`src/hw/rtl/sbq_pkg.sv`:
```
// Package with the shared types, constants and helpers of the biquad equaliser.
package sbq_pkg;
   localparam int STAGES      = 4;
   localparam int SAMPLE_BITS = 24;
   localparam int COEF_BITS   = 32;
   localparam int COEF_FRAC   = COEF_BITS - 5;
   localparam int DELAY_BITS  = SAMPLE_BITS + 8;
   localparam int NCOEF       = STAGES * 5;
   localparam int NDELAY      = STAGES * 2 * 2;
   localparam int CIDX_BITS   = 5;
   localparam int DIDX_BITS   = $clog2(NDELAY);
   localparam int ACC_BITS    = COEF_BITS + DELAY_BITS + 4;
   localparam int PROD_BITS   = COEF_BITS + DELAY_BITS;

   localparam logic [1:0] FUNC_SAMPLE = 2'd0;
   localparam logic [1:0] FUNC_COEF   = 2'd1;
   localparam logic [1:0] FUNC_CLEAR  = 2'd2;

   localparam logic [15:0] MIX_ONE = 16'd32768;

   // One classified request as it travels through the queue.
   typedef struct packed {
      logic [1:0]                   func;
      logic signed [SAMPLE_BITS-1:0] left;
      logic signed [SAMPLE_BITS-1:0] right;
      logic                          eob;
      logic [CIDX_BITS-1:0]          cidx;
      logic signed [COEF_BITS-1:0]   cval;
   } cmd_type;

   // Identity coefficient for a table slot.
   function automatic logic signed [COEF_BITS-1:0] coef_reset(input logic [CIDX_BITS-1:0] idx);
      logic signed [COEF_BITS-1:0] one;
      one = '0;
      one[COEF_FRAC] = 1'b1;
      return (idx == 5'd0 || idx == 5'd5 || idx == 5'd10 || idx == 5'd15) ? one : '0;
   endfunction
endpackage

```
`src/hw/rtl/sbq_csr.sv`:
```
// Configuration register file holding the blend weight.
module sbq_csr import sbq_pkg::*; (
   input  logic        clock,
   input  logic        reset,
   input  logic        csr_psel,
   input  logic        csr_penable,
   input  logic        csr_pwrite,
   input  logic [1:0]  csr_paddr,
   input  logic [31:0] csr_pwdata,
   output logic [31:0] csr_prdata,
   output logic        csr_pready,
   output logic [15:0] wet_mix
);
   logic [15:0] mix_ff;

   assign csr_pready = 1'b1;
   assign csr_prdata = (csr_paddr == 2'd0) ? {16'd0, mix_ff} : 32'd0;
   assign wet_mix    = mix_ff;

   // Register write at the access phase.
   always_ff @(posedge clock) begin
      if (reset) begin
         mix_ff <= MIX_ONE;
      end else if (csr_psel && csr_penable && csr_pwrite && csr_paddr == 2'd0) begin
         mix_ff <= csr_pwdata[15:0];
      end
   end
endmodule

```
`config.mk`:
```
export PLATFORM = sky130hd
export DESIGN_NAME = sbq_csr
export DESIGN_NICKNAME = d
export VERILOG_FILES = /design/src/hw/rtl/sbq_pkg.sv /design/src/hw/rtl/sbq_csr.sv
export SDC_FILE = /design/constraint.sdc
export NUM_CORES = 1
export LEC_CHECK = 0
export ABC_AREA = 1
export BUFFER_PORTS_ARGS = -buffer_cell sky130_fd_sc_hd__buf_2
export CAP_MARGIN = 20
export CORE_MARGIN = 2
export CORE_UTILIZATION = 25
export DETAILED_ROUTE_END_ITERATION = 8
export PLACE_DENSITY = 0.57
export SLEW_MARGIN = 20
export SYNTH_ARGS = -nofsm -noshare
export SYNTH_HDL_FRONTEND = slang
export SYNTH_SLANG_ARGS = --single-unit
export TNS_END_PERCENT = 10
```
`constraint.sdc`:
```
create_clock -name clock -period 1.55 [get_ports clock]
set_clock_uncertainty 0.05 [all_clocks]
set_input_delay 0.31 -clock clock [delete_from_list [all_inputs] [get_ports clock]]
set_output_delay 0.31 -clock clock [all_outputs]
set_load 0.005 [all_outputs]
```
After elaboration in Yosys (flattened, before gate mapping). Index checks and enable logic that the tools add are counted.

Bits in registers: 16. Latch bits: 0. Memory bits (writable): 0. Bits in read-only memories: 0. Input bits: 39. Output and inout port bits: 49. Memories kept: 0.

$add $sub $neg: 0. Multiply operators: 0. Divide/modulo/power cells: 0. Order comparisons: 0. Eq/ne operators: 0. Shifts and indexed selects: 0. Muxes and demuxes: 1. Bitwise gates (word level): 0. Reduce and logical (&&, ||, !) cells: 4.

Operators with widths (count): $mux 16 (1); $logic_and 1x1->1 (3); $logic_not 2->1 (1).

Logic depth before layout (Yosys ltp).
Depth in word-level cells: 3. Gate-level depth with buffers: 6.

Least setup slack after synthesis. OpenSTA, ideal clock, no wires.

Path kind: input to output. Start: input port csr_paddr[0]. End: output port csr_prdata[10]. Data arrival time: 0.727 ns. Required time: 1.190 ns. Setup slack: 0.463 ns. Cell stages on the path: 4. Path buffers: 1. Path through: inv_2 -> nand2_4 -> buf_2 -> nor2_1.

Word-level cells in the longest chain between the ends: 2.

Ends and longest elaborated chain: start, declared (RTL line sbq_csr.sv:8) `input logic [1:0] csr_paddr,`; $logic_not 2->1 (RTL line sbq_csr.sv:17) `assign csr_prdata = (csr_paddr == 2'd0) ? {16'd0, mix_ff} : 32'd0;`; $mux 16 (RTL line sbq_csr.sv:17); end, declared (RTL line sbq_csr.sv:10) `output logic [31:0] csr_prdata,`.

Every way passes these cells.

Worst setup path in the final report.
Start: input port csr_paddr[0]. End: output port csr_prdata[1].

The elaborated chain is that of the path after synthesis.

==> qor.yml <==
status: "finished clean"
period_share_pct: 80.0
drtAntennaViolNets: 0
critPathSlowestCell: "nand2_4"
vias_per_cell: 3.63
cap_violations: 0
fin_crit_ns: 1.24
cts_root_buf: "clkbuf_8"
drt-total-wl_um: 2240
ir_drop_mv: 0.301
slew_violations: 0
diodes: 0
arrival_ns: 0.88
pin_count: 88
grt_pass1_vias: 703
dp_slack_ns: 0.294
rsz0062_at_grt: "false"
max_freq_mhz: 807
ys_ff_latch: 16
drt-pass1-iter-count: 3
clk_pin_slew_ns: 0.06
leakagePower_nw: 0.755
fin_ws_ns: 0.310
clk_latency_ns: 0.24
crit_fanout: 18
core_area_mm2: 0.00391
h-tree-depth: 1
antenna_found_initial: 0
largest_register_ffs: 16
path_class: "input pin to output pin"
dr.first_iter.drc_count: 23
grt_use_total_pct: 10.2
overflow: 0
fp.dieW_um: 67.3
finalHoldViolations: 0
end_kind: "output pin"
dpl-instance-area_mm2: 0.00124
ctsHoldBuffers: 0
cts.path.max_buffers: 2
drc: 0
synth_area_leaders: "dfxtp_1, nor2_1, buf_4"
row_count: 23
numClockSinks: 16
numPlacedInstances: 259
grt_pass1_wl_um: 3350
crit_path_cell_trace: "buf_2 > inv_2 > nand2_4 > nor2_1 > buf_2"
crit_required_ns: 1.19
critPathLaunchType: "input pin"
synth_warnings: 0
finalWeightedCongestion: 0.710
worst-path-buf-inv: 3
dp_hpwl_um: 1680
yosysSeqAreaShare_pct: 32.0
portBuffers: 54
wl_per_cell_um: 8.51
cts-resized-gates: 0
synth_cells: 160
die_y_um: 67.3
synth_top_area_share_pct: 32.0
synth_top_area_cell: "dfxtp_1"
yosysUniqueCellTypes: 17
critPathTopFamily: "buffers and inverters"
cpPeakStageDelay_ns: 0.15
start_util_pct: 25.6
postCtsSetupBuffers: 0
power_density_mw_per_mm2: 706
dieArea_mm2: 0.00453
synthesis.area_mm2: 0.00100
power_w: 0.000917
avgSynthCellArea_um2: 6.26
final_cell_area_mm2: 0.00130
stdcell_count: 263
cts_tree: "done"
hp-class: "input pin to flop"
grt_max_degree: 19
drive_gt1_share_pct: 31.5
final.setup.tns_ns: 0
setup_viol: 0
crit_path_frequent_cell: "buf_2"
nets: 253
syn2layout_area_growth_pct: 29.6
cts_buffers: 3
dr_total_vias: 955
==> report_power, final <==
group | switching [W] | internal [W] | leakage, nW
registers | 0.00000599 | 0.000420 | 0.130
logic | 0.0000783 | 0.0000524 | 0.597
clock network | 0.000135 | 0.000225 | 0.0288
==> worst reg2reg max path: cells and delay by family (launching register included) <==
family / cells / cell delay, ns
AO/OA/AOI/OAI: 1 / 0.08
AND/OR/NAND/NOR: 1 / 0.09
flip-flops: 1 / 0.32
==> cell usage in the layout, fill, tap and decap left out, drive strengths merged <==
cell type / count
o21ai: 1
dfxtp: 16
nor2: 49
clkbuf: 4
conb: 17
nand2: 18
buf: 56
nand3: 17
inv: 35
==> cell usage after synthesis <==
| cell | instances |
|---|---|
| conb_1 | 2 |
| nand3_2 | 1 |
| dfxtp_1 | 16 |
| inv_1 | 33 |
| buf_6 | 1 |
| nor2_8 | 1 |
| inv_2 | 2 |
| nor2_1 | 46 |
| buf_2 | 1 |
| buf_4 | 19 |
| nand2_1 | 17 |
| nand2_4 | 1 |
| nand3_1 | 16 |
| nor2_2 | 1 |
| nor2_4 | 1 |
| buf_1 | 1 |
| o21ai_0 | 1 |
==> area by class of cell <==
type	instances	area, um^2
Clock buffer	4	55.1
Fill cell	470	2620
Inverter	35	131
Multi-Input combinational cell	102	444
Sequential cell	16	320
Tap cell	50	62.6
Timing Repair Buffer	56	285
==> metrics by stage <==
step	util (%)	hold WS [ns]
after floorplan	-	0.386
after global placement	31.8	0.438
after detailed placement	31.8	0.441
after CTS	33.2	0.225
after global routing	33.2	0.254
final	33.2	0.233
==> cell families after synthesis <==
| kind of cell | Yosys count | share of synthesized area, % |
|---|---|---|
| AO/OA/AOI/OAI | 1 | 0.499 |
| flip-flops | 16 | 32.0 |
| AND/OR/NAND/NOR | 84 | 37.5 |
| other | 2 | 0.749 |
| buffers and inverters | 57 | 29.3 |
==> path summary, 6_finish.rpt <==
kind / start / to / slack [ns] / cells past startpoint
setup / recovery: csr_paddr[0] / csr_prdata[1] / 0.31 / 5
setup reg to reg: wet_mix[15] / wet_mix[15] / 0.91 / 2
hold reg to reg: wet_mix[9] / wet_mix[9] / 0.45 / 2
hold / removal: csr_pwdata[15] / wet_mix[15] / 0.23 / 3
==> per-layer routing <==
metal / track usage, % / up-vias / wire [um]
li1: - / 531 / -
met5: 0 / - / 0
met1: 13.5 / 389 / 1040
met4: 5.36 / 0 / 27
met2: 16.0 / 33 / 1050
met3: 1.50 / 2 / 119
Note: power is estimated with default switching activity, not from simulation.
