===== src/hw/rtl/sbq_pkg.sv =====
// Package with the shared types, constants and helpers of the biquad equaliser.
package sbq_pkg;
   localparam int STAGES      = 4;
   localparam int SAMPLE_BITS = 24;
   localparam int COEF_BITS   = 32;
   localparam int COEF_FRAC   = COEF_BITS - 5;
   localparam int DELAY_BITS  = SAMPLE_BITS + 8;
   localparam int NCOEF       = STAGES * 5;
   localparam int NDELAY      = STAGES * 2 * 2;
   localparam int CIDX_BITS   = 5;
   localparam int DIDX_BITS   = $clog2(NDELAY);
   localparam int ACC_BITS    = COEF_BITS + DELAY_BITS + 4;
   localparam int PROD_BITS   = COEF_BITS + DELAY_BITS;

   localparam logic [1:0] FUNC_SAMPLE = 2'd0;
   localparam logic [1:0] FUNC_COEF   = 2'd1;
   localparam logic [1:0] FUNC_CLEAR  = 2'd2;

   localparam logic [15:0] MIX_ONE = 16'd32768;

   // One classified request as it travels through the queue.
   typedef struct packed {
      logic [1:0]                   func;
      logic signed [SAMPLE_BITS-1:0] left;
      logic signed [SAMPLE_BITS-1:0] right;
      logic                          eob;
      logic [CIDX_BITS-1:0]          cidx;
      logic signed [COEF_BITS-1:0]   cval;
   } cmd_type;

   // Identity coefficient for a table slot.
   function automatic logic signed [COEF_BITS-1:0] coef_reset(input logic [CIDX_BITS-1:0] idx);
      logic signed [COEF_BITS-1:0] one;
      one = '0;
      one[COEF_FRAC] = 1'b1;
      return (idx == 5'd0 || idx == 5'd5 || idx == 5'd10 || idx == 5'd15) ? one : '0;
   endfunction
endpackage


===== src/hw/rtl/sbq_front.sv =====
// Front end: accepts requests, drops unused codes and queues the rest.
module sbq_front import sbq_pkg::*; (
   input  logic                          clock,
   input  logic                          reset,
   input  logic                          req_valid,
   output logic                          req_ready,
   input  logic [1:0]                    req_func,
   input  logic signed [SAMPLE_BITS-1:0] req_left_sample,
   input  logic signed [SAMPLE_BITS-1:0] req_right_sample,
   input  logic                          req_end_of_block,
   input  logic [CIDX_BITS-1:0]          req_coef_index,
   input  logic signed [COEF_BITS-1:0]   req_coef_value,
   output logic                          q_valid,
   input  logic                          q_ready,
   output cmd_type                       q_cmd
);
   // Two-entry queue.
   cmd_type     mem_ff [2];
   cmd_type     mem_in;
   logic        wp_ff, wp_in, rp_ff, rp_in;
   logic [1:0]  cnt_ff, cnt_in;
   logic        push, pop, keep;

   assign req_ready = (cnt_ff != 2'd2);
   assign keep      = (req_func == FUNC_SAMPLE) || (req_func == FUNC_COEF) ||
                      (req_func == FUNC_CLEAR);
   assign push      = req_valid && req_ready && keep;
   assign q_valid   = (cnt_ff != 2'd0);
   assign pop       = q_valid && q_ready;
   assign q_cmd     = mem_ff[rp_ff];

   always_comb begin
      mem_in = '{func: req_func, left: req_left_sample, right: req_right_sample,
                 eob: req_end_of_block, cidx: req_coef_index, cval: req_coef_value};
      wp_in  = push ? ~wp_ff : wp_ff;
      rp_in  = pop ? ~rp_ff : rp_ff;
      cnt_in = cnt_ff + {1'b0, push} - {1'b0, pop};
   end

   always_ff @(posedge clock) begin
      if (push) begin
         mem_ff[wp_ff] <= mem_in;
      end
      if (reset) begin
         wp_ff  <= 1'b0;
         rp_ff  <= 1'b0;
         cnt_ff <= 2'd0;
      end else begin
         wp_ff  <= wp_in;
         rp_ff  <= rp_in;
         cnt_ff <= cnt_in;
      end
   end
endmodule


===== config.mk =====
export PLATFORM = sky130hd
export DESIGN_NAME = sbq_front
export DESIGN_NICKNAME = d
export VERILOG_FILES = /design/src/hw/rtl/sbq_pkg.sv /design/src/hw/rtl/sbq_front.sv
export SDC_FILE = /design/constraint.sdc
export NUM_CORES = 1
export LEC_CHECK = 0
export BUFFER_PORTS_ARGS = -buffer_cell sky130_fd_sc_hd__buf_2
export CAP_MARGIN = 15
export CORE_MARGIN = 10
export CORE_UTILIZATION = 40
export DETAILED_ROUTE_END_ITERATION = 8
export GPL_ROUTABILITY_DRIVEN = 0
export GPL_TIMING_DRIVEN = 0
export PLACE_DENSITY = 0.72
export SLEW_MARGIN = 25
export SYNTH_ARGS = -nofsm -noshare
export SYNTH_HDL_FRONTEND = slang
export SYNTH_SLANG_ARGS = --single-unit

===== constraint.sdc =====
create_clock -name clock -period 6.4 [get_ports clock]
set_input_delay 0.32 -clock clock [delete_from_list [all_inputs] [get_ports clock]]
set_output_delay 0.32 -clock clock [all_outputs]
set_load 0.02 [all_outputs]

== After elaboration in Yosys (flattened, before gate mapping) ==
Memory sizes are Yosys's and may differ from the RTL's. A register that Yosys moved wholly into a read port is not among the register bits.
Cells that the tools add are included.
Storage, ports and cells
  memories: 1
  flip-flop bits (word level): 4
  input port bits: 92
  bits in writable memories: 176
  logic and storage cells: 22
Memories
  mem_ff: words 2, width 88, read ports 1, clocked after memory_dff 1, write ports 1, RTL line sbq_front.sv:18  | cmd_type mem_ff [2];
Cells by class
  equality and inequality tests: 3
  mux-type cells: 4
  $add $sub $neg: 2
  reduce and logical (&&, ||, !) cells: 7
  bitwise logic cells: 2
Operators by type and width (count)
  $mux W1: 4
  $logic_and A1 B1 Y1: 3
  $add A2 B1 Y2: 1
  $eq A2 B1 Y1 const B: 1
  $eq A2 B2 Y1 const B: 1
  $logic_not A2 Y1: 1
  $logic_or A1 B1 Y1: 2
  $ne A2 B2 Y1 const B: 1
  $not A1 Y1: 2
  $reduce_bool A2 Y1: 1
  $sub A2 B1 Y2: 1

== Logic depth before layout (Yosys ltp) ==
  word-level depth: 6
  depth in mapped cells: 7

== Worst setup path after synthesis ==
No wires, ideal clock.
  kind: register to register
  start: register cnt_ff[0]
  end: memory mem_ff[0][0] (netlist name), enable pin
  required time: 5865 ps
  setup time: 535 ps
  arrival time: 4456 ps
  setup slack: 1409 ps
  cell stages (with the launch flop): 4
  cell sequence: dfxtp_1 nand2b_1 nand2_1 nor2_1
On the way
  word-level cells in the longest chain between the ends: 5
RTL lines
  from (decl): RTL line sbq_front.sv:21  | logic [1:0] cnt_ff, cnt_in;
  from (signal assigned): RTL line sbq_front.sv:51  | cnt_ff <= cnt_in;
  $ne A2 B2 Y1: RTL line sbq_front.sv:24  | assign req_ready = (cnt_ff != 2'd2);
  net req_ready: RTL line sbq_front.sv:6  | output logic req_ready,
  $logic_and A1 B1 Y1 (2 in series): RTL line sbq_front.sv:27  | assign push = req_valid && req_ready && keep;
  $mux W1: RTL line sbq_front.sv:41  | if (push) begin
  $mux W1 (implied by the code): RTL line sbq_front.sv:42  | mem_ff[wp_ff] <= mem_in;
  to (decl): RTL line sbq_front.sv:18
The timed path passes the listed nets, and every way through them passes these cells.

==> reports/qor.yml <==
drtIter0Drc: 147
h-tree-depth: 4
viasPerCell: 4.668
floorplan.initialDensity_pct: 41.14
die_width_um: 148.5
cpLargestDelayFamily: "buffers and inverters"
yosys_register_bits: 181
avgSynthCellArea_um2: 21.66
clk-insertion-delay-late_ps: 420
postCtsResizedCells: 0
arr_time_crit_path_ps: 2220
timing.critical_path.mode_cell: "sky130_fd_sc_hd__buf_2"
cts.repair_timing.setup_buffer_count: 0
cts_hold_buffers: 0
cp_num_buf_inv: 4
yosys.cell_types.count: 23
grt_pass1_wl_um: 20620
drtPass1Iterations: 6
power.total_mw: 3.154
ys.warnings.count: 0
hpwl_um: 9957
detail_route.drc_violations: 0
ctsRootBufferMaster: "sky130_fd_sc_hd__clkbuf_16"
final-hold-violation-count: 0
antenna-diode-count: 0
antenna_found_initial: 1
maxSlewHeadroom_pct: 53.13
fp.coreArea_um2: 16060
totalNegativeSetupSlack_ps: 0
die-area_um2: 22060
powerDensity_nw_per_um2: 372.0
grt_setup_unrepaired: "no"
post_route_cells_drive_above_1_share_pct: 60.04
clk_pin_slew_worst_paths_ps: 60
placement.io_buffers: 181
final.min_clock_period_ps: 2538
synth_cells: 305
final_cell_mix: "188 x sky130_fd_sc_hd__buf_2, 176 x sky130_fd_sc_hd__edfxtp_1, 81 x sky130_fd_sc_hd__mux2_2"
final_nets: 603
required_time_reported_for_the_critical_path_endpoint_ps: 6080
route.vias.total: 3450
worst_path_largest_cell_delay_ps: 370
grt_overflow_total: 0
finalCritPeriodShare_pct: 39.65
syn_to_final_growth_pct: 28.35
crit_chain: "clkbuf_1 > buf_2 > buf_4 > mux2_2 > buf_2"
detail_route.wl_per_cell_um: 18.66
ys_seq_area_share_pct: 81.52
crit_type: "reg -> out"
chipHeight_um: 148.5
max_cap_viols: 0
timing.critical_path.fanout_max: 10
pre_cts_ws_ps: 4256
final-setup-viol-count: 0
tritoncts: "built"
syn_area_um2: 6606
grt_start_max_net_pins: 50
slowest_stage: "sky130_fd_sc_hd__clkbuf_1"
skew_ps: 5.444
hold_class: "in -> reg"
power_leakage_nw: 3.173
cts-buffers-inserted: 17
synth.net_count: 398
power.ir.vdd_worst_mv: 0.2241
worstSetupStartpointType: "flip-flop"
std_cell_rows: 46
postLayoutCoreUtil_pct: 52.81
clk_path_buf_depth: 2
routed_wl_um: 13790
setup.worst_path.end_class: "output port"
gr-usage-all-layers_pct: 12.33
run_status: "completed"
timing.final.max_slew_violations: 0
post-route-worst-setup-slack_ps: 3862
pin_slew_with_the_least_headroom_to_its_limit_ps: 703.1
pin_count: 182
via_count_of_the_first_global_routing_pass: 3809
cts.sinks: 181
layout_commonest_cell: "sky130_fd_sc_hd__buf_2"
drt.antenna.violating_nets: 0
fmaxAchievable_ghz: 0.3940
-- final cells by class --
type | instances | area [µm²]
Clock inverter | 12 | 102.6
Sequential cell | 181 | 5385
Fill cell | 1312 | 7579
Clock buffer | 20 | 466.7
Timing Repair Buffer | 186 | 1021
Tap cell | 216 | 270.3
Multi-Input combinational cell | 114 | 1180
Buffer | 10 | 53.80
-- sequential cells by signal, summed over array words and instances, names as in the netlist, named ones only --
signal	cells
cnt_ff	2
rp_ff	1
wp_ff	1
mem_ff	176
-- cells by family (layout without fill, tap and decap cells) --
logic type      count (synthesis)  after routing  share of synthesized area (%)
compound gates                  5              5                         0.6250
fa+ha+maj                       1              1                         0.1894
flops                         181            181                          81.52
simple gates                   17             17                          1.364
mux                            89             89                          15.23
xor+xnor                        2              2                         0.2652
buf+inv                        10            228                         0.8142
-- Yosys cell counts (all sizes together) --
| library cell | instances | area, µm² |
|---|---|---|
| edfxtp | 176 | 5285 |
| mux2 | 89 | 1006 |
| buf | 9 | 50.04 |
| nor2 | 6 | 22.52 |
| dfxtp | 5 | 100.1 |
| nand2 | 3 | 11.26 |
| nor2b | 3 | 26.27 |
| a21oi | 2 | 10.01 |
| xor2 | 2 | 17.52 |
| a211oi | 1 | 7.510 |
| a21boi | 1 | 18.77 |
| and3 | 1 | 6.260 |
| clkbuf | 1 | 3.750 |
| ha | 1 | 12.51 |
| nand2b | 1 | 6.260 |
| nand3 | 1 | 5.000 |
| o21ai | 1 | 5.000 |
| or2 | 1 | 6.260 |
| or3 | 1 | 6.260 |
-- report_power, final --
group	leakage [nW]	internal (mW)	switching, mW
registers	1.67	1.43	0.0285
clock network	0.286	0.566	0.424
logic	1.21	0.289	0.421
-- layer usage --
metal | global-route usage [%] | up-vias | wire [µm]
li1 | - | 1620 | -
met1 | 13.01 | 1690 | 5318
met2 | 20.93 | 119 | 6969
met3 | 5.977 | 19 | 1278
met4 | 4.460 | 2 | 206
met5 | 0 | - | 13
-- stage by stage --
stage                     cells  hold WS (ps)  cell area, µm²
after detailed placement    707         505.9            7910
after global placement      702         484.4            7782
after global routing        739         60.03            8479
after floorplan             305         391.6            6606
final                       739         87.48            8479
after CTS                   739         62.42            8479
-- final timing paths --
path / end / slack, ps / cells past startpoint / start
worst max-delay path: q_cmd[68] / 3860 / 5 / flip-flop
worst min-delay path: mem_ff[0][11] / 90 / 1 / req_coef_value[11]
worst max register to register: mem_ff[1][47] / 4460 / 3 / cnt_ff[0]
worst min register to register: flip-flop / 520 / 2 / rp_ff
Power figures use the tool's default switching activity.
